### src/sv/stocc_pkg.sv
package stocc_pkg;

   // Widths of the request and response fields.
   localparam int CMD_W   = 3;
   localparam int ROW_W   = 5;
   localparam int COL_W   = 5;
   localparam int TIME_W  = 6;
   localparam int CNT_W   = 8;
   localparam int FOUND_W = 7;

   // Defaults of the top level parameters.
   localparam int DEF_GRID_ROWS    = 32;
   localparam int DEF_GRID_COLS    = 32;
   localparam int DEF_TIME_HORIZON = 64;
   localparam int DEF_COUNT_BITS   = 8;

   // Entries of the queue between the front and the back.
   localparam int QUEUE_DEPTH = 2;

   // Command codes as they arrive on the request channel.
   localparam logic [CMD_W-1:0] CMD_ADD       = 3'd0;
   localparam logic [CMD_W-1:0] CMD_REMOVE    = 3'd1;
   localparam logic [CMD_W-1:0] CMD_COUNT     = 3'd2;
   localparam logic [CMD_W-1:0] CMD_FIRST     = 3'd3;
   localparam logic [CMD_W-1:0] CMD_INTERVALS = 3'd4;

   // Time value that reports "no time".
   localparam logic signed [FOUND_W-1:0] NO_TIME = '1;

   typedef enum logic [2:0] {
      OP_ADD,
      OP_REMOVE,
      OP_COUNT,
      OP_FIRST,
      OP_INTERVALS
   } op_type;

   typedef enum logic [2:0] {
      S_CLEAR,
      S_IDLE,
      S_READ,
      S_EVAL,
      S_EMIT_RUN,
      S_EMIT_GAP,
      S_END_RUN,
      S_END_GAP
   } state_type;

   // A classified request as it waits in the queue.
   typedef struct packed {
      op_type              kind;
      logic [ROW_W-1:0]    cell_row;
      logic [COL_W-1:0]    cell_col;
      logic [TIME_W-1:0]   time_step;
      logic [TIME_W-1:0]   window_end;
      logic                binary_mode;
      logic                cell_ok;
      logic                window_ok;
   } entry_type;

endpackage

### src/sv/stocc_fifo.sv
module stocc_fifo (
   input  logic                  clock,
   input  logic                  reset,
   input  logic                  push,
   input  stocc_pkg::entry_type  push_data,
   output logic                  push_ready,
   input  logic                  pop,
   output logic                  pop_valid,
   output stocc_pkg::entry_type  pop_data
);
   import stocc_pkg::*;

   localparam int PtrW = (QUEUE_DEPTH > 1) ? $clog2(QUEUE_DEPTH) : 1;
   localparam int CntW = $clog2(QUEUE_DEPTH + 1);

   entry_type           slot_ff [QUEUE_DEPTH];
   logic [PtrW-1:0]     wr_ptr_ff, wr_ptr_in;
   logic [PtrW-1:0]     rd_ptr_ff, rd_ptr_in;
   logic [CntW-1:0]     count_ff, count_in;
   logic                do_push, do_pop;

   assign push_ready = count_ff != CntW'(QUEUE_DEPTH);
   assign pop_valid  = count_ff != '0;
   assign pop_data   = slot_ff[rd_ptr_ff];
   assign do_push    = push && push_ready;
   assign do_pop     = pop && pop_valid;

   always_comb begin
      wr_ptr_in = wr_ptr_ff;
      rd_ptr_in = rd_ptr_ff;
      count_in  = count_ff;
      if (do_push) begin
         wr_ptr_in = (wr_ptr_ff == PtrW'(QUEUE_DEPTH - 1)) ? '0 : wr_ptr_ff + 1'b1;
      end
      if (do_pop) begin
         rd_ptr_in = (rd_ptr_ff == PtrW'(QUEUE_DEPTH - 1)) ? '0 : rd_ptr_ff + 1'b1;
      end
      if (do_push && !do_pop) begin
         count_in = count_ff + 1'b1;
      end else if (do_pop && !do_push) begin
         count_in = count_ff - 1'b1;
      end
   end

   always_ff @(posedge clock) begin
      if (reset) begin
         wr_ptr_ff <= '0;
         rd_ptr_ff <= '0;
         count_ff  <= '0;
      end else begin
         wr_ptr_ff <= wr_ptr_in;
         rd_ptr_ff <= rd_ptr_in;
         count_ff  <= count_in;
      end
   end

   always_ff @(posedge clock) begin
      if (do_push) begin
         slot_ff[wr_ptr_ff] <= push_data;
      end
   end

endmodule

### config.mk
export PLATFORM = sky130hd
export DESIGN_NAME = stocc_fifo
export DESIGN_NICKNAME = d
export VERILOG_FILES = /design/src/sv/stocc_pkg.sv /design/src/sv/stocc_fifo.sv
export SDC_FILE = /design/constraint.sdc
export NUM_CORES = 1
export LEC_CHECK = 0
export BUFFER_PORTS_ARGS = -buffer_cell sky130_fd_sc_hd__buf_2
export CAP_MARGIN = 10
export CORE_ASPECT_RATIO = 0.75
export CORE_MARGIN = 3
export CORE_UTILIZATION = 25
export CTS_BUF_LIST = sky130_fd_sc_hd__clkbuf_16
export CTS_CLUSTER_SIZE = 10
export DETAILED_ROUTE_END_ITERATION = 7
export GPL_TIMING_DRIVEN = 0
export SETUP_SLACK_MARGIN = 0.2
export SLEW_MARGIN = 20
export SYNTH_ARGS = -nofsm -noshare
export SYNTH_HDL_FRONTEND = slang
export SYNTH_SLANG_ARGS = --single-unit
### constraint.sdc
create_clock -name clock -period 5.3 [get_ports clock]
set_input_delay 0.795 -clock clock [delete_from_list [all_inputs] [get_ports clock]]
set_output_delay 0.795 -clock clock [all_outputs]
set_load 0.005 [all_outputs]
* After elaboration in Yosys (flattened, before gate mapping)
Memory sizes are Yosys's and may differ from the RTL's. A register that Yosys moved wholly into a read port is not among the register bits. Cells that the tools add are included. Widths: inputs -> output; s select.
Word-level totals: word-level logic and storage cells 25, memory bits (writable) 56, memories kept 1, register bits after elaboration 4
Memories:
- slot_ff | words 2, bits a word 28, read ports 1, clocked after Yosys merged registers in 1, wr ports 1, line stocc_fifo.sv:16 | entry_type slot_ff [QUEUE_DEPTH];
Operators by class: reduce and logical (&&, ||, !) cells 8, add/sub/neg operators 4, mux-type cells 8, equal/unequal tests 1
Operators by type and width (count):
- $mux 1 | 6
- $logic_and 1x1->1 | 4
- $mux 2 | 2
- $reduce_bool 2->1 | 2
- $add 1x1->1 const B | 2
- $add 2x1->2 const B | 1
- $logic_not 1->1 | 2
- $ne 2x2->1 const B | 1
- $sub 2x1->2 const B | 1

* Logic depth before layout (Yosys ltp)
Gate-level depths: netlist of the first run.
word-level depth 6, mapped depth 6

* Worst setup path after synthesis of the first run
Ideal clock, no wire load.
path type input port to flip-flop, start in push, end mem slot_ff[1][0] (netlist bit) (enable), library setup time 0.387 ns, required time 4.913 ns, slack 3.374 ns, stages on the path 1, arrival time 1.538 ns, cells stage by stage and3_1
On the way: longest elaborated chain between the ends 3
RTL lines:
- start: declaration | line stocc_fifo.sv:4 | input logic push,
- $logic_and 1x1->1 | line stocc_fifo.sv:25 | assign do_push = push && push_ready;
- $mux 1 | line stocc_fifo.sv:58 | if (do_push) begin
- $mux 1 (implied by the code) | line stocc_fifo.sv:59 | slot_ff[wr_ptr_ff] <= push_data;
- end: declaration | line stocc_fifo.sv:16
Every way passes these cells.

==> results.cfg, run 1 <==
[place]
numPortBuffers = 61
dp_slack_ns = 3.180
globalplace.congestion = 0.6328
placed_cell_area_um2 = 2709
dpl.hpwl_mm = 2.646

[finish]
nFillCells = 822
drive_gt1_share_pct = 59.26
syn_to_final_growth_pct = 34.41
layout_common_cells = 62 x buf_2, 56 x edfxtp_1, 28 x mux2_2
nets = 217
design_area_um2 = 3010
antennaDiodeCount = 0
final_common_cell = buf_2
fin_util_pct = 35.01

[timing]
drv_slew = 0
period_share_pct = 45.54
setup_tns_ns = 0
period_minus_slack_ns = 2.414
worst_pin_slew_ns = 0.6795
rsz0062_at_grt = false
max_freq_ghz = 0.4143
slew_headroom_pct = 54.63
finalSetupViolations = 0
finClkSkew_ns = 0.007920
setup_ws_ns = 2.886
hold_viol = 0

[cts]
cts_max_level = 3
postCtsSetupBuffers = 0
cts.sinks = 61
clk_latency_ns = 0.32
cts_tree = yes
cts_buffers = 9
cts_resized = 0
path_clk_slew_ns = 0.05
cts_buffer_depth = 2
hold_buffers = 0
root_buffer = clkbuf_16

[drt]
first_iter_violations = 30
dr.pass1.iters = 4
vias = 1194
via_per_inst = 4.020
drc = 0
ant_nets = 0
wl_per_cell_um = 13.56
drt_wl_total_mm = 4.026

[setup_path]
critPathKind = flop to output pin
critPathMaxFanout = 10
worstRegToRegCells = 3
critPathRequiredTime_ns = 4.51
cp-end-kind = output pin
startpoint_type = flop
arrival_ns = 1.62

[synthesis]
syn_area_um2 = 2240
syn-instance-count = 111
avgSynthCellArea_um2 = 20.18
synth_nets = 144
synthTopCellsByArea = edfxtp_1 75%, mux2_2 14%, dfxtp_1 4.5%
synth_top_area_share_pct = 75.08
yosys_register_bits = 61
yosysWarnings = 0
ys_seq_area_share_pct = 79.55
synth_cell_type_count = 18
yosysTopAreaCell = edfxtp_1

[pwr]
power.density_nw_per_um2 = 500.7
p_leak_nw = 1.140
irDropWorstVdd_mv = 0.2141

[floorplanning]
initial_core_util_pct = 26.04
dieArea_um2 = 10140
die_x_um = 115.3
coreArea_um2 = 8600
die-height_um = 87.97
boundaryPins = 62
row_count = 29

[global_routing]
grt_usage_pct = 8.368
grt_max_degree = 29
grt_pass1_vias = 1220
antenna_found_initial = 0
grt_pass1_wl_mm = 6.085
overflow = 0

[job]
cap_violations = 0

[min_path]
hold_class = flop to flop
hold_depth = 2

[run_status]
outcome = finished clean
==> state kept, by name, indices dropped and copies added (netlist names), named ones only <==
| register | cells |
|---|---|
| count_ff | 2 |
| rd_ptr_ff | 1 |
| slot_ff | 56 |
| wr_ptr_ff | 1 |
==> power by group <==
part / switching (mW) / internal, mW / leakage, nW
sequential: 0.0188 / 0.604 / 0.564
clock: 0.205 / 0.365 / 0.147
combinational: 0.151 / 0.163 / 0.428
total: 0.375 / 1.13 / 1.14
==> synth_stat cells (all sizes together) <==
cell type  number
and3            1
mux2           28
ha              1
buf             3
xor2            3
or3             1
inv             1
dfxtp           5
a21oi           2
or2             1
nand2b          1
a21bo           1
edfxtp         56
and2            1
nor2            3
nand3b          1
o21ai           2
==> per-layer routing <==
layer  share of wire (%)  GRT usage (%)  wire length (µm)  up-vias
li1                    -              -                 -      576
met1                  45          9.732              1803      574
met2                  46          12.76              1848       38
met3                 7.7          4.765               312        6
met4                 1.5          3.518                61        0
met5                   0              0                 0        -
==> final timing paths <==
check | end | start | slack [ns]
worst min-delay path | flop | rd_ptr_ff | 0.51
worst max-delay path | pop_data[4] | flop | 2.89
worst max register to register | slot_ff[0][26] | count_ff[0] | 3.67
worst min register to register | flop | rd_ptr_ff | 0.51
==> through the flow <==
step / cells / power (mW) / hold slack (ns)
floorplan: 111 / 0.8189 / 0.4705
global placement: 280 / 0.9472 / 0.4881
detailed placement: 281 / 0.9565 / 0.4958
CTS: 297 / 1.537 / 0.5067
global route: 297 / 1.591 / 0.5302
finish: 297 / 1.507 / 0.5068
==> cell families (layout without fill, tap and decap cells) <==
kind of cell	Yosys count	after routing	share of synthesized area (%)
XOR/XNOR	3	3	1.173
adder cells (fa/ha/maj)	1	1	0.5586
AND/OR/NAND/NOR	9	9	2.236
AO/OA/AOI/OAI	5	5	1.341
buffers and inverters	4	82	1.061
multiplexers	28	28	14.08
flip-flops	61	61	79.55
==> worst max-delay path, cell delays in order, from the launching register on <==
cell	delay, ns
dfxtp_1	0.30
buf_2	0.26
buf_4	0.25
mux2_2	0.36
buf_2	0.13
==> layout make-up <==
type                       instances  area (µm²)  share of cell area [%]
sequential                        61        1782                   59.19
inverter                           1       3.754                  0.1247
clock buffer                       9       225.2                   7.481
clock inverter                     7       76.32                   2.535
tap                              108       135.1                   4.489
timing repair buffer              62       332.8                   11.06
multi-input combinational         46       435.4                   14.46
buffer                             3       20.02                  0.6650
(Power assumes the default switching activity.)
==> inputs of run 2 (changes only) <==
--- a/config.mk
+++ b/config.mk
@@ -5,6 +5,7 @@
 export SDC_FILE = /design/constraint.sdc
 export NUM_CORES = 1
 export LEC_CHECK = 0
+export ABC_AREA = 1
 export BUFFER_PORTS_ARGS = -buffer_cell sky130_fd_sc_hd__buf_2
 export CAP_MARGIN = 10
 export CORE_ASPECT_RATIO = 0.75
==> constraint.sdc (replaced) <==
create_clock -name clock -period 2.1 [get_ports clock]
set_input_delay 0.315 -clock clock [delete_from_list [all_inputs] [get_ports clock]]
set_output_delay 0.315 -clock clock [all_outputs]
set_load 0.005 [all_outputs]
==> results.cfg, run 2 <==
[synthesis]
yosys_register_bits = 61
synth_cell_type_count = 14
syn-instance-count = 124
synthArstFlopShare_pct = 0
yosysWarnings = 0
synth.most_common_cell = edfxtp_1
synthTopCellsByArea = edfxtp_1 71%, mux2_4 13%, dfxtp_1 4.2%
ys_seq_area_share_pct = 75.42
syn_area_um2 = 2362
yosysTopAreaCell = edfxtp_1
yosys-top-cells-count = 56 x edfxtp_1, 20 x mux2_4, 9 x nand2_1
avgSynthCellArea_um2 = 19.05
synth-edff-count = 56
synth_top_area_share_pct = 71.19
synth_nets = 157
ys.flop_type = edfxtp_1

[finish]
layout_common_cells = 61 x buf_2, 56 x edfxtp_1, 20 x mux2_4
drive_gt1_share_pct = 53.20
final_cells = 331
antennaDiodeCount = 0
nFillCells = 894
top_regs = slot_ff: 56 flops, count_ff: 2 flops
largest_reg_flops = 56
final_common_cell = buf_2
fin_util_pct = 35.39
nets = 231
design_area_um2 = 3228
top_register = slot_ff
syn_to_final_growth_pct = 36.65

[timing]
period_minus_slack_ns = 1.750
finalSetupViolations = 0
setup_ws_ns = 0.3496
period_share_pct = 83.35
worst_pin_slew_ns = 0.5193
max_freq_ghz = 0.5713
drv_slew = 0
slew_headroom_pct = 65.30
hold_viol = 0
rsz0062_at_grt = false
setup_tns_ns = 0
finClkSkew_ns = 0.006940

[place]
globalplace.congestion = 0.6714
numPortBuffers = 61
placed_cell_area_um2 = 2898
dp_cells = 315
dp_slack_ns = 0.4432
dpl.hpwl_mm = 2.862

[min_path]
hold_class = input pin to flop
whs_endpoint = slot_ff[1][16]
min_from = push_data[16]
hold_depth = 1

[cts]
cts_max_level = 3
cts_buffers = 9
hold_buffers = 0
cts_buffer_depth = 2
root_buffer = clkbuf_16
cts_tree = yes
path_clk_slew_ns = 0.05
cts_resized = 0
cts.sinks = 61
clk_latency_ns = 0.31
postCtsSetupBuffers = 0

[drt]
vias = 1260
drt_wl_total_mm = 4.059
via_per_inst = 3.807
wl_per_cell_um = 12.26
drc = 0
dr.pass1.iters = 4
first_iter_violations = 35
ant_nets = 0

[setup_path]
reg2reg_to = slot_ff[0][5]
rrSetupSlack_ns = 0.46
worstRegToRegCells = 5
startpoint_type = flop
critPathRequiredTime_ns = 1.78
critPathMaxFanout = 10
critPathKind = flop to output pin
cp-end-kind = output pin
worstReg2RegStart = count_ff[0]
arrival_ns = 1.44

[floorplanning]
dieArea_um2 = 10660
die-height_um = 90.19
initial_core_util_pct = 25.90
die_x_um = 118.2
coreArea_um2 = 9121
row_count = 30
boundaryPins = 62

[global_routing]
grt_pass1_vias = 1360
antenna_found_initial = 0
grt_pass1_wl_mm = 6.748
grt_usage_pct = 8.358
grt_max_degree = 16
overflow = 0

[pwr]
p_leak_nw = 1.278
irDropWorstVdd_mv = 0.5075
power.density_nw_per_um2 = 1281

[job]
cap_violations = 0

[run_status]
outcome = finished clean
## run 2: worst max path at each step
stage,end,startpoint
4_1_cts,pop_data[21],flop
3_3_place_gp,slot_ff[0][1],count_ff[0]
5_1_grt,pop_data[21],flop
3_5_place_dp,slot_ff[0][4],count_ff[0]
6_report,pop_data[21],flop
2_1_floorplan,slot_ff[1][0],count_ff[0]
## run 2: critical path, cell delays in order, from the launching register on
cell and delay, ns:
dfxtp_1 0.32, buf_6 0.19, buf_12 0.17, mux2_4 0.31
buf_2 0.13
## run 2: cell families after synthesis
kind of cell / count (synthesis) / share of synthesized area, %
buf+inv: 11 / 3.443
mux: 28 / 16.53
fa+ha+maj: 1 / 0.5296
compound gates: 4 / 0.8475
flops: 61 / 75.42
simple gates: 19 / 3.231
## run 2: power by group
part           switching, mW  total, mW  internal (mW)
combinational          0.444      0.941          0.497
clock                  0.466       1.61           1.14
sequential            0.0478       1.59           1.54
total                  0.958       4.14           3.18
## run 2: cell type report
| cell class | count | area (µm²) | share of cell area, % |
|---|---|---|---|
| plain buffers | 3 | 51.30 | 1.589 |
| clock buffers | 9 | 225.2 | 6.977 |
| multi-input cells | 52 | 514.2 | 15.93 |
| flip-flops and latches | 61 | 1782 | 55.19 |
| clock inverters | 7 | 105.1 | 3.256 |
| repair buffers | 63 | 360.3 | 11.16 |
| inverters | 8 | 30.03 | 0.9302 |
| well taps | 128 | 160.2 | 4.961 |
## run 2: metrics by stage
step	hold WS, ns	power [mW]
after floorplan	0.4139	2.188
after global placement	0.4782	2.500
after detailed placement	0.4989	2.574
after CTS	0.1697	4.213
after global routing	0.1692	4.364
final	0.1851	4.135
## run 2: layer usage
metal	share of wire, %	vias to the layer above	GRT usage, %
met3	7.3	5	4.151
met5	0	-	0
met4	0.89	0	3.610
met1	47	601	9.944
met2	45	45	12.79
li1	-	609	-
