$ cat config.mk
export PLATFORM = sky130hd
export DESIGN_NAME = stocc_front_flat
export DESIGN_NICKNAME = d
export VERILOG_FILES = /design/src/sv/stocc_pkg.sv /design/src/sv/stocc_ifs.sv /design/src/sv/stocc_front.sv /design/src/flat_wrapper.sv
export SDC_FILE = /design/constraint.sdc
export NUM_CORES = 1
export LEC_CHECK = 0
export BUFFER_PORTS_ARGS = -buffer_cell sky130_fd_sc_hd__buf_2
export CAP_MARGIN = 40
export CORE_MARGIN = 1.5
export CORE_UTILIZATION = 33
export DETAILED_ROUTE_END_ITERATION = 10
export GPL_TIMING_DRIVEN = 0
export PLACE_DENSITY = 0.85
export SYNTH_ARGS = -nofsm -noshare
export SYNTH_HDL_FRONTEND = slang
export SYNTH_SLANG_ARGS = --single-unit
$ cat constraint.sdc
create_clock -name vclk -period 1.21
set_clock_uncertainty 0.1 [all_clocks]
set_input_delay 0 -clock vclk [all_inputs]
set_output_delay 0 -clock vclk [all_outputs]
set_load 0.03 [all_outputs]
$ cat src/sv/stocc_pkg.sv
package stocc_pkg;

   // Widths of the request and response fields.
   localparam int CMD_W   = 3;
   localparam int ROW_W   = 5;
   localparam int COL_W   = 5;
   localparam int TIME_W  = 6;
   localparam int CNT_W   = 8;
   localparam int FOUND_W = 7;

   // Defaults of the top level parameters.
   localparam int DEF_GRID_ROWS    = 32;
   localparam int DEF_GRID_COLS    = 32;
   localparam int DEF_TIME_HORIZON = 64;
   localparam int DEF_COUNT_BITS   = 8;

   // Entries of the queue between the front and the back.
   localparam int QUEUE_DEPTH = 2;

   // Command codes as they arrive on the request channel.
   localparam logic [CMD_W-1:0] CMD_ADD       = 3'd0;
   localparam logic [CMD_W-1:0] CMD_REMOVE    = 3'd1;
   localparam logic [CMD_W-1:0] CMD_COUNT     = 3'd2;
   localparam logic [CMD_W-1:0] CMD_FIRST     = 3'd3;
   localparam logic [CMD_W-1:0] CMD_INTERVALS = 3'd4;

   // Time value that reports "no time".
   localparam logic signed [FOUND_W-1:0] NO_TIME = '1;

   typedef enum logic [2:0] {
      OP_ADD,
      OP_REMOVE,
      OP_COUNT,
      OP_FIRST,
      OP_INTERVALS
   } op_type;

   typedef enum logic [2:0] {
      S_CLEAR,
      S_IDLE,
      S_READ,
      S_EVAL,
      S_EMIT_RUN,
      S_EMIT_GAP,
      S_END_RUN,
      S_END_GAP
   } state_type;

   // A classified request as it waits in the queue.
   typedef struct packed {
      op_type              kind;
      logic [ROW_W-1:0]    cell_row;
      logic [COL_W-1:0]    cell_col;
      logic [TIME_W-1:0]   time_step;
      logic [TIME_W-1:0]   window_end;
      logic                binary_mode;
      logic                cell_ok;
      logic                window_ok;
   } entry_type;

endpackage

$ cat src/sv/stocc_ifs.sv
interface stocc_req_if;
   import stocc_pkg::*;

   logic              valid;
   logic              ready;
   logic [CMD_W-1:0]  command;
   logic [ROW_W-1:0]  cell_row;
   logic [COL_W-1:0]  cell_col;
   logic [TIME_W-1:0] time_step;
   logic [TIME_W-1:0] window_end;
   logic              binary_mode;

   modport source (
      output valid, command, cell_row, cell_col, time_step, window_end, binary_mode,
      input  ready
   );
   modport sink (
      input  valid, command, cell_row, cell_col, time_step, window_end, binary_mode,
      output ready
   );
endinterface


$ cat src/sv/stocc_front.sv
module stocc_front #(
   parameter int GRID_ROWS = stocc_pkg::DEF_GRID_ROWS,
   parameter int GRID_COLS = stocc_pkg::DEF_GRID_COLS
) (
   stocc_req_if.sink              req_chan,
   input  logic                   clearing,
   input  logic                   q_ready,
   output logic                   q_push,
   output stocc_pkg::entry_type   q_data
);
   import stocc_pkg::*;

   logic   known;
   logic   drop_empty;
   op_type kind;

   // Requests are held off only while the store is being cleared or the queue is full.
   assign req_chan.ready = q_ready && !clearing;

   always_comb begin
      known = 1'b1;
      kind  = OP_ADD;
      case (req_chan.command)
         CMD_ADD:       kind = OP_ADD;
         CMD_REMOVE:    kind = OP_REMOVE;
         CMD_COUNT:     kind = OP_COUNT;
         CMD_FIRST:     kind = OP_FIRST;
         CMD_INTERVALS: kind = OP_INTERVALS;
         default:       known = 1'b0;
      endcase
   end

   assign q_data.kind        = kind;
   assign q_data.cell_row    = req_chan.cell_row;
   assign q_data.cell_col    = req_chan.cell_col;
   assign q_data.time_step   = req_chan.time_step;
   assign q_data.window_end  = req_chan.window_end;
   assign q_data.binary_mode = req_chan.binary_mode;
   assign q_data.cell_ok     = (9'(req_chan.cell_row) < 9'(GRID_ROWS)) &&
                               (9'(req_chan.cell_col) < 9'(GRID_COLS));
   assign q_data.window_ok   = req_chan.time_step <= req_chan.window_end;

   // An interval walk over an empty window has nothing to report, so it is dropped here.
   assign drop_empty = (kind == OP_INTERVALS) && !q_data.window_ok;
   assign q_push     = req_chan.valid && req_chan.ready && known && !drop_empty;

endmodule

$ cat src/flat_wrapper.sv
// flat-port wrapper written by rule: the top's interface ports become plain ports
module stocc_front_flat import stocc_pkg::*;
#(
   parameter int GRID_ROWS = stocc_pkg::DEF_GRID_ROWS,
   parameter int GRID_COLS = stocc_pkg::DEF_GRID_COLS
)
  (clearing, q_ready, q_push, q_data, req_chan_valid, req_chan_command, req_chan_cell_row, req_chan_cell_col, req_chan_time_step, req_chan_window_end, req_chan_binary_mode, req_chan_ready);
  stocc_req_if req_chan_i ();
  input  logic clearing;
  input  logic q_ready;
  output logic q_push;
  output stocc_pkg::entry_type q_data;
  input wire logic [$bits(req_chan_i.valid)-1:0] req_chan_valid;
  input wire logic [$bits(req_chan_i.command)-1:0] req_chan_command;
  input wire logic [$bits(req_chan_i.cell_row)-1:0] req_chan_cell_row;
  input wire logic [$bits(req_chan_i.cell_col)-1:0] req_chan_cell_col;
  input wire logic [$bits(req_chan_i.time_step)-1:0] req_chan_time_step;
  input wire logic [$bits(req_chan_i.window_end)-1:0] req_chan_window_end;
  input wire logic [$bits(req_chan_i.binary_mode)-1:0] req_chan_binary_mode;
  output wire logic [$bits(req_chan_i.ready)-1:0] req_chan_ready;
  assign req_chan_i.valid = req_chan_valid;
  assign req_chan_i.command = req_chan_command;
  assign req_chan_i.cell_row = req_chan_cell_row;
  assign req_chan_i.cell_col = req_chan_cell_col;
  assign req_chan_i.time_step = req_chan_time_step;
  assign req_chan_i.window_end = req_chan_window_end;
  assign req_chan_i.binary_mode = req_chan_binary_mode;
  assign req_chan_ready = req_chan_i.ready;
  stocc_front #(.GRID_ROWS(GRID_ROWS), .GRID_COLS(GRID_COLS)) u_core (.req_chan(req_chan_i), .clearing(clearing), .q_ready(q_ready), .q_push(q_push), .q_data(q_data));
endmodule
# Yosys cells after proc, flatten, opt, wreduce, memory -nomap -nowiden
# Cells that the tools add are included.
[word_totals] regBits=0 input_bits=29
[op_classes] magnitude_cmp=1 eq_ne=5 mux=2 n_reduce_logical=10
[op_table] cell="$pmux 3 s4" count=1
[op_table] cell="$eq 3x2->1 const B" count=2
[op_table] cell="$eq 3x3->1 const B" count=2
[op_table] cell="$le 6x6->1" count=1
[op_table] cell="$logic_and 1x1->1" count=5
[op_table] cell="$reduce_or 5->1" count=1
[op_table] cell="$eq 3x1->1 const B" count=1
[op_table] cell="$logic_not 1->1" count=3
[op_table] cell="$logic_not 3->1" count=1
[op_table] cell="$mux 1" count=1

# Depth between registers and ports, before layout
# Gate-level depths: netlist of the first run.
[depth] depth_word=6 ltp_mapped=6 mapped_depth_nobuf=6

# Worst setup path after synthesis of the first run
# Ideal clock, no wire load.
[synth_timing] path_kind="input to output" startpoint="in req_chan_window_end[1]" endpoint="out q_data[0] (netlist name)" arrival_ns=0.919 required_ns=1.110 slack_ns=0.191 path_stages=6 n_path_buf=0 path_cell_list="inv_1 -> ha_1 -> nor2b_1 -> o21ai_2 -> o211ai_1 -> nand2_1"
[synth_lines] element="start, declared" line="flat_wrapper.sv:18" rtl="input wire logic [$bits(req_chan_i.window_end)-1:0] req_chan_window_end;"
[synth_lines] element="end, declared" line="flat_wrapper.sv:12" rtl="output stocc_pkg::entry_type q_data;"

# Worst setup path in the final report of the first run
[layout_timing] startpoint="in req_chan_window_end[2]" endpoint="out q_push"
[layout_between] elab_chain_len=5
[layout_rtl] element="$le 6x6->1" line="stocc_front.sv:41" rtl="assign q_data.window_ok = req_chan.time_step <= req_chan.window_end;"
[layout_rtl] element="$logic_not 1->1" line="stocc_front.sv:44" rtl="assign drop_empty = (kind == OP_INTERVALS) && !q_data.window_ok;"
[layout_rtl] element="$logic_and 1x1->1" line="stocc_front.sv:44"
[layout_rtl] element="$logic_not 1->1" line="stocc_front.sv:45" rtl="assign q_push = req_chan.valid && req_chan.ready && known && !drop_empty;"
[layout_rtl] element="$logic_and 1x1->1" line="stocc_front.sv:45"
[layout_rtl] element="end, declared" line="flat_wrapper.sv:11" rtl="output logic q_push;"
# No other way between the ends.

==> results of run 1 <==
-- routing by layer --
| layer | part of all wire (%) | wire, µm |
|---|---|---|
| met3 | 11 | 109 |
| met1 | 30 | 303 |
| met5 | 0 | 0 |
| met4 | 2.5 | 25 |
| met2 | 57 | 578 |
-- cell usage after synthesis (2+ instances only) --
| cell | count | area [µm²] |
|---|---|---|
| sky130_fd_sc_hd__ha_1 | 6 | 75.1 |
| sky130_fd_sc_hd__buf_4 | 24 | 180 |
| sky130_fd_sc_hd__a21oi_1 | 2 | 10.0 |
| sky130_fd_sc_hd__nor2b_1 | 4 | 25.0 |
| sky130_fd_sc_hd__inv_1 | 6 | 22.5 |
| sky130_fd_sc_hd__nand2_1 | 2 | 7.51 |
-- final cells by class --
class              count  area share (%)
plain buffers         24            23.6
inverters              6            2.96
multi-input cells     25            38.6
well taps             14            2.30
repair buffers        47            32.5
-- worst max-delay path by stage --
stage               slack (ns)   endpoint  depth (start not counted)                   start
floorplan                 0.19  q_data[0]                          6  req_chan_window_end[1]
finish                    0.05     q_push                          8  req_chan_window_end[2]
CTS                      0.007     q_push                          7   req_chan_time_step[1]
detailed placement       -0.08     q_push                          8  req_chan_window_end[5]
global route            -0.007     q_push                          8  req_chan_window_end[2]
global placement         -0.05     q_push                          8  req_chan_window_end[5]
-- kinds of logic (layout without fill, tap and decap cells) --
group | Yosys count | count (layout) | synth area share [%]
AO/OA/AOI/OAI | 6 | 6 | 12.3
AND/OR/NAND/NOR | 12 | 12 | 23.6
other | 1 | 1 | 0.854
adder cells (fa/ha/maj) | 6 | 6 | 17.1
buffers and inverters | 30 | 77 | 46.2
-- what timing repair did --
item,4_1_cts,5_1_grt
pin swaps,5,7
resized for setup,4,6
setup endpoints to repair,1,2
hold buffers,0,0
hold endpoints to repair,0,0
-- cell usage in the layout, fill, tap and decap left out, types with 2 or more instances in the layout --
cell / synthesis / routed
sky130_fd_sc_hd__a21oi_1: 2 / 2
sky130_fd_sc_hd__buf_2: 0 / 45
sky130_fd_sc_hd__buf_4: 24 / 24
sky130_fd_sc_hd__buf_6: 0 / 2
sky130_fd_sc_hd__ha_1: 6 / 2
sky130_fd_sc_hd__ha_4: 0 / 4
sky130_fd_sc_hd__inv_1: 6 / 4
sky130_fd_sc_hd__inv_2: 0 / 2
sky130_fd_sc_hd__nand2_1: 2 / 2
sky130_fd_sc_hd__nor2b_1: 4 / 4
-- through the flow --
step	util, %	std cells	setup TNS, ns	instance area (µm²)	hold WS (ns)
2_1_floorplan	-	55	0	439	0.00960
3_3_place_gp	59.1	116	-0.0527	692	0.150
3_5_place_dp	59.1	116	-0.0849	692	0.151
4_1_cts	61.3	116	0	718	0.151
5_1_grt	65.1	116	-0.00732	762	0.153
6_report	65.1	116	0	762	0.149
-- report_power, final --
| group | total (µW) | switching (µW) | internal [µW] |
|---|---|---|---|
| combinational | 346 | 198 | 148 |
| sequential | 0 | 0 | 0 |
| clock | 0 | 0 | 0 |
| total | 346 | 198 | 148 |
==> load_flow_metrics.sql, run 1 <==
INSERT INTO impl_metrics (metric_group, metric, value, unit) VALUES
('timing', 'finalWorstPathRequiredPeriod', '1.16', 'ns'),
('global_routing', 'gr-total-overflow', '0', ''),
('hold_path', 'hold_path_class', 'in2out', ''),
('global_routing', 'first_pass_grt_wire_length', '1170', 'µm'),
('worst_setup_path', 'path_buf_inv', '3', ''),
('hold_path', 'hold_end', 'q_data[24]', ''),
('global_routing', 'vias_in_the_first_global_route', '354', ''),
('worst_setup_path', 'critical_path_arrival', '1.06', 'ns'),
('worst_setup_path', 'critical_path.endpoint_type', 'output pin', ''),
('cells_and_area', 'nNetsFinal', '139', ''),
('worst_setup_path', 'critical_path.slowest_cell', 'sky130_fd_sc_hd__ha_1', ''),
('global_routing', 'track_usage', '10.4', '%'),
('global_routing', 'groute.layer.met3.usage', '0', '%'),
('job', 'max-cap-violations', '0', ''),
('yosys', 'avgSynthCellArea', '7.98', 'µm²'),
('detailed_routing', 'routed_wirelength_normalized_by_instance_count', '8.75', 'µm'),
('floorplanning', 'rows', '12', ''),
('floorplanning', 'coreArea', '1170', 'µm²'),
('worst_setup_path', 'crit_required', '1.11', 'ns'),
('pwr', 'irDropWorstVdd', '0.224', 'mV'),
('yosys', 'synth_cells', '55', ''),
('floorplanning', 'initial_core_utilization', '37.5', '%'),
('timing', 'maxClockFrequency', '863', 'MHz'),
('placed_design', 'gpl.final_weighted_congestion', '0.624', ''),
('global_routing', 'grt_start_max_net_pins', '5', ''),
('timing', 'final_min_period_over_clock_period', '95.8', '%'),
('placed_design', 'io_buffer_count', '47', ''),
('cells_and_area', 'layout.filler_cells', '118', ''),
('yosys', 'post_synth_num_cell_types', '17', ''),
('hold_path', 'worstHoldPathCells', '2', ''),
('yosys', 'syn-cell-area', '439', 'µm²'),
('global_routing', 'met2_resource_use_gr', '22.5', '%'),
('placed_design', 'hpwlAfterDp', '923', 'µm'),
('global_routing', 'gr-max-usage-layer', 'met2', ''),
('timing', 'slew_viol_final', '0', ''),
('cells_and_area', 'insertedDiodeCount', '0', ''),
('detailed_routing', 'drt_pre_antenna_iters', '1', ''),
('floorplanning', 'die_width', '39.5', 'µm'),
('worst_setup_path', 'worstSetupStartpointType', 'input pin', ''),
('timing', 'final.setup.worst_slack', '0.0509', 'ns'),
('hold_path', 'hold_path_startpoint', 'req_chan_cell_row[4]', ''),
('floorplanning', 'fp.dieH', '39.5', 'µm'),
('detailed_routing', 'vias_per_cell', '4.34', ''),
('detailed_routing', 'drt-initial-drc-count', '0', ''),
('cells_and_area', 'number_of_clock_buffer_instances_in_the_layout', '0', ''),
('worst_setup_path', 'worstSetupPathType', 'in2out', ''),
('worst_setup_path', 'critical_path.cell_chain', 'buf_2, inv_1, ha_1, and4_4, o21ai_2, o2111ai_2, o211ai_2, buf_6', ''),
('floorplanning', 'die_footprint', '1560', 'µm²'),
('clocking', 'postCtsSetupRepairBufs', '0', ''),
('global_routing', 'use_met1', '9.70', '%'),
('yosys', 'ys_warn_count', '0', ''),
('pwr', 'cellPowerDensity', '454', 'nW/µm²'),
('detailed_routing', 'detail_route.drc_violations', '0', ''),
('detailed_routing', 'ant_nets', '0', ''),
('cells_and_area', 'regArea', '0', 'µm²'),
('detailed_routing', 'totalWireLength', '1020', 'µm'),
('pwr', 'report.power.total', '346', 'µW'),
('global_routing', 'grt_antenna_before_repair', '0', ''),
('outcome', 'run_status', 'completed', ''),
('worst_setup_path', 'worst_path_largest_cell_delay', '0.28', 'ns'),
('cells_and_area', 'seq_cells', '0', ''),
('yosys', 'postSynthNetCount', '90', ''),
('cells_and_area', 'final_layout_size_suffix_gt1_share', '83.3', '%'),
('detailed_routing', 'route.vias.total', '504', ''),
('yosys', 'synth.yosys.seq_area_share', '0', '%'),
('floorplanning', 'io-pin-count', '59', ''),
('cells_and_area', 'multiInputGateArea', '294', 'µm²'),
('timing', 'setup_viol', '0', ''),
('timing', 'hold_viol', '0', ''),
('worst_setup_path', 'critPathMaxFanout', '2', ''),
('pwr', 'total_leakage_power', '0.000452', 'µW'),
('worst_setup_path', 'critical-path-top-delay-family', 'compound AO/OA/AOI/OAI gates', ''),
('placed_design', 'detailedPlace.worstSlack', '-0.0849', 'ns'),
('cells_and_area', 'synthesis_to_finish_area_growth', '73.5', '%');
No activity file was read; power rests on OpenSTA's default activity.
==> run 2, diff against run 1 <==
--- a/config.mk
+++ b/config.mk
@@ -12,6 +12,7 @@
 export DETAILED_ROUTE_END_ITERATION = 10
 export GPL_TIMING_DRIVEN = 0
 export PLACE_DENSITY = 0.85
+export SETUP_SLACK_MARGIN = 0.2
 export SYNTH_ARGS = -nofsm -noshare
 export SYNTH_HDL_FRONTEND = slang
 export SYNTH_SLANG_ARGS = --single-unit
==> run 2 against run 1 <==
Combinational power up 12%. Core utilization rose by 8.8 points. Sequential share of layout area unchanged. Sequential cell count unchanged. Power is 12% higher. Critical path depth fell by 1. Count of clock-buffer cells in the layout unchanged. Design area up 13%. Via count fell by 1.2%. Die area is the same. Routed wire length increased by 5.9%. Worst hold slack is essentially flat. Critical endpoint unchanged. Largest power group unchanged.
==> load_flow_metrics.sql, run 2 (synthesis results as in run 1) <==
INSERT INTO impl_metrics (metric_group, metric, value, unit) VALUES
('outcome', 'run_status', 'completed', ''),
('job', 'max-cap-violations', '0', ''),
('detailed_routing', 'detail_route.drc_violations', '0', ''),
('cells_and_area', 'number_of_non_filler_instances_in_the_completed_layout', '118', ''),
('timing', 'finalWorstPathRequiredPeriod', '1.15', 'ns'),
('cells_and_area', 'synthesis_to_finish_area_growth', '96.9', '%'),
('cells_and_area', 'insertedDiodeCount', '0', ''),
('timing', 'maxClockFrequency', '869', 'MHz'),
('placed_design', 'io_buffer_count', '47', ''),
('cells_and_area', 'final_util', '73.8', '%'),
('placed_design', 'dpl.cell_count', '116', ''),
('cells_and_area', 'final_area', '865', 'µm²'),
('cells_and_area', 'final_layout_size_suffix_gt1_share', '88.5', '%'),
('detailed_routing', 'vias_per_cell', '4.22', ''),
('global_routing', 'first_pass_grt_wire_length', '1520', 'µm'),
('timing', 'final_min_period_over_clock_period', '95.1', '%'),
('detailed_routing', 'ant_nets', '0', ''),
('worst_setup_path', 'worstSetupStartpointType', 'input pin', ''),
('cells_and_area', 'nNetsFinal', '141', ''),
('cells_and_area', 'layout.filler_cells', '91', ''),
('cells_and_area', 'seq_cells', '0', ''),
('global_routing', 'grt_antenna_before_repair', '0', ''),
('pwr', 'irDropWorstVdd', '0.240', 'mV'),
('floorplanning', 'fp.dieH', '39.5', 'µm'),
('cells_and_area', 'mostFrequentLayoutCells', 'sky130_fd_sc_hd__buf_2 (36), sky130_fd_sc_hd__buf_4 (26), sky130_fd_sc_hd__buf_6 (11), sky130_fd_sc_hd__ha_4 (5), sky130_fd_sc_hd__inv_2 (4)', ''),
('floorplanning', 'die_footprint', '1560', 'µm²'),
('timing', 'slew_viol_final', '0', ''),
('worst_setup_path', 'crit_required', '1.11', 'ns'),
('worst_setup_path', 'critPathMaxFanout', '2', ''),
('floorplanning', 'coreArea', '1170', 'µm²'),
('global_routing', 'vias_in_the_first_global_route', '409', ''),
('timing', 'rsz0062_at_grt', 'true', ''),
('floorplanning', 'rows', '12', ''),
('detailed_routing', 'totalWireLength', '1080', 'µm'),
('global_routing', 'grt_start_max_net_pins', '5', ''),
('pwr', 'total_leakage_power', '0.000479', 'µW'),
('detailed_routing', 'route.vias.total', '498', ''),
('hold_path', 'hold_end', 'q_data[15]', ''),
('floorplanning', 'io-pin-count', '59', ''),
('hold_path', 'hold_path_startpoint', 'req_chan_cell_col[0]', ''),
('timing', 'holdWs', '0.149', 'ns'),
('placed_design', 'hpwlAfterDp', '856', 'µm'),
('timing', 'setup_viol', '0', ''),
('cells_and_area', 'regArea', '0', 'µm²'),
('cells_and_area', 'number_of_clock_buffer_instances_in_the_layout', '0', ''),
('detailed_routing', 'drt-initial-drc-count', '0', ''),
('placed_design', 'gpl.final_weighted_congestion', '0.676', ''),
('global_routing', 'gr-total-overflow', '0', ''),
('detailed_routing', 'drt_pre_antenna_iters', '1', ''),
('placed_design', 'post_dp_cell_area', '708', 'µm²'),
('worst_setup_path', 'worstSetupPathType', 'in2out', ''),
('global_routing', 'track_usage', '13.6', '%'),
('floorplanning', 'initial_core_utilization', '37.5', '%'),
('worst_setup_path', 'critical_path_arrival', '1.05', 'ns'),
('timing', 'hold_viol', '0', ''),
('pwr', 'cellPowerDensity', '449', 'nW/µm²'),
('cells_and_area', 'layout_commonest_cell', 'sky130_fd_sc_hd__buf_2', ''),
('detailed_routing', 'routed_wirelength_normalized_by_instance_count', '9.11', 'µm'),
('hold_path', 'worstHoldPathCells', '2', ''),
('worst_setup_path', 'critical_path.endpoint_type', 'output pin', ''),
('floorplanning', 'die_width', '39.5', 'µm'),
('hold_path', 'hold_path_class', 'in2out', ''),
('pwr', 'report.power.total', '388', 'µW');
==> run 2: worst max path at each step <==
stage	startpoint	to	slack, ns	cells past startpoint
finish	req_chan_time_step[2]	q_push	0.06	7
global route	req_chan_window_end[4]	q_push	0.01	8
CTS	req_chan_window_end[1]	q_push	0.07	8
detailed placement	req_chan_window_end[1]	q_push	-0.08	8
global placement	req_chan_window_end[5]	q_push	-0.08	8
floorplan	req_chan_window_end[1]	q_data[0]	0.19	6
==> run 2: final cells by class <==
| type | count | area, µm² | area share [%] |
|---|---|---|---|
| buffer | 24 | 180 | 20.8 |
| tap | 14 | 17.5 | 2.03 |
| multi-input combinational | 25 | 323 | 37.3 |
| inverter | 6 | 25.0 | 2.89 |
| timing repair buffer | 49 | 319 | 36.9 |
==> run 2: critical path, stage by stage <==
cell and delay (ns):
sky130_fd_sc_hd__buf_2 0.12, sky130_fd_sc_hd__ha_4 0.25, sky130_fd_sc_hd__and4_4 0.23, sky130_fd_sc_hd__nand3_2 0.07, sky130_fd_sc_hd__nand2b_4 0.15, sky130_fd_sc_hd__o211ai_4 0.08
sky130_fd_sc_hd__buf_6 0.15
==> run 2: what timing repair did <==
action	CTS	global route
endpoints found under the setup margin	2	2
gates resized for setup	29	1
pin swaps	9	4
buffers inserted	1	1
hold buffers	0	0
cloned	0	0
==> run 2: layer usage <==
layer	vias up	wire length (µm)	GRT usage, %
met5	-	0	0
met4	0	0	0
met3	0	126	0
met2	37	561	27.9
met1	208	388	16.1
li1	253	-	-
==> run 2: stage by stage <==
| stage | setup WS, ns | setup TNS, ns |
|---|---|---|
| 6_report | 0.0593 | 0 |
| 5_1_grt | 0.0130 | 0 |
| 4_1_cts | 0.0692 | 0 |
| 3_5_place_dp | -0.0836 | -0.0836 |
| 3_3_place_gp | -0.0757 | -0.0757 |
| 2_1_floorplan | 0.191 | 0 |
==> run 2: where the power goes <==
part / switching, µW / leakage [µW] / total (µW) / internal, µW
clock network: 0 / 0 / 0 / 0
logic: 207 / 0.000479 / 388 / 182
registers: 0 / 0 / 0 / 0
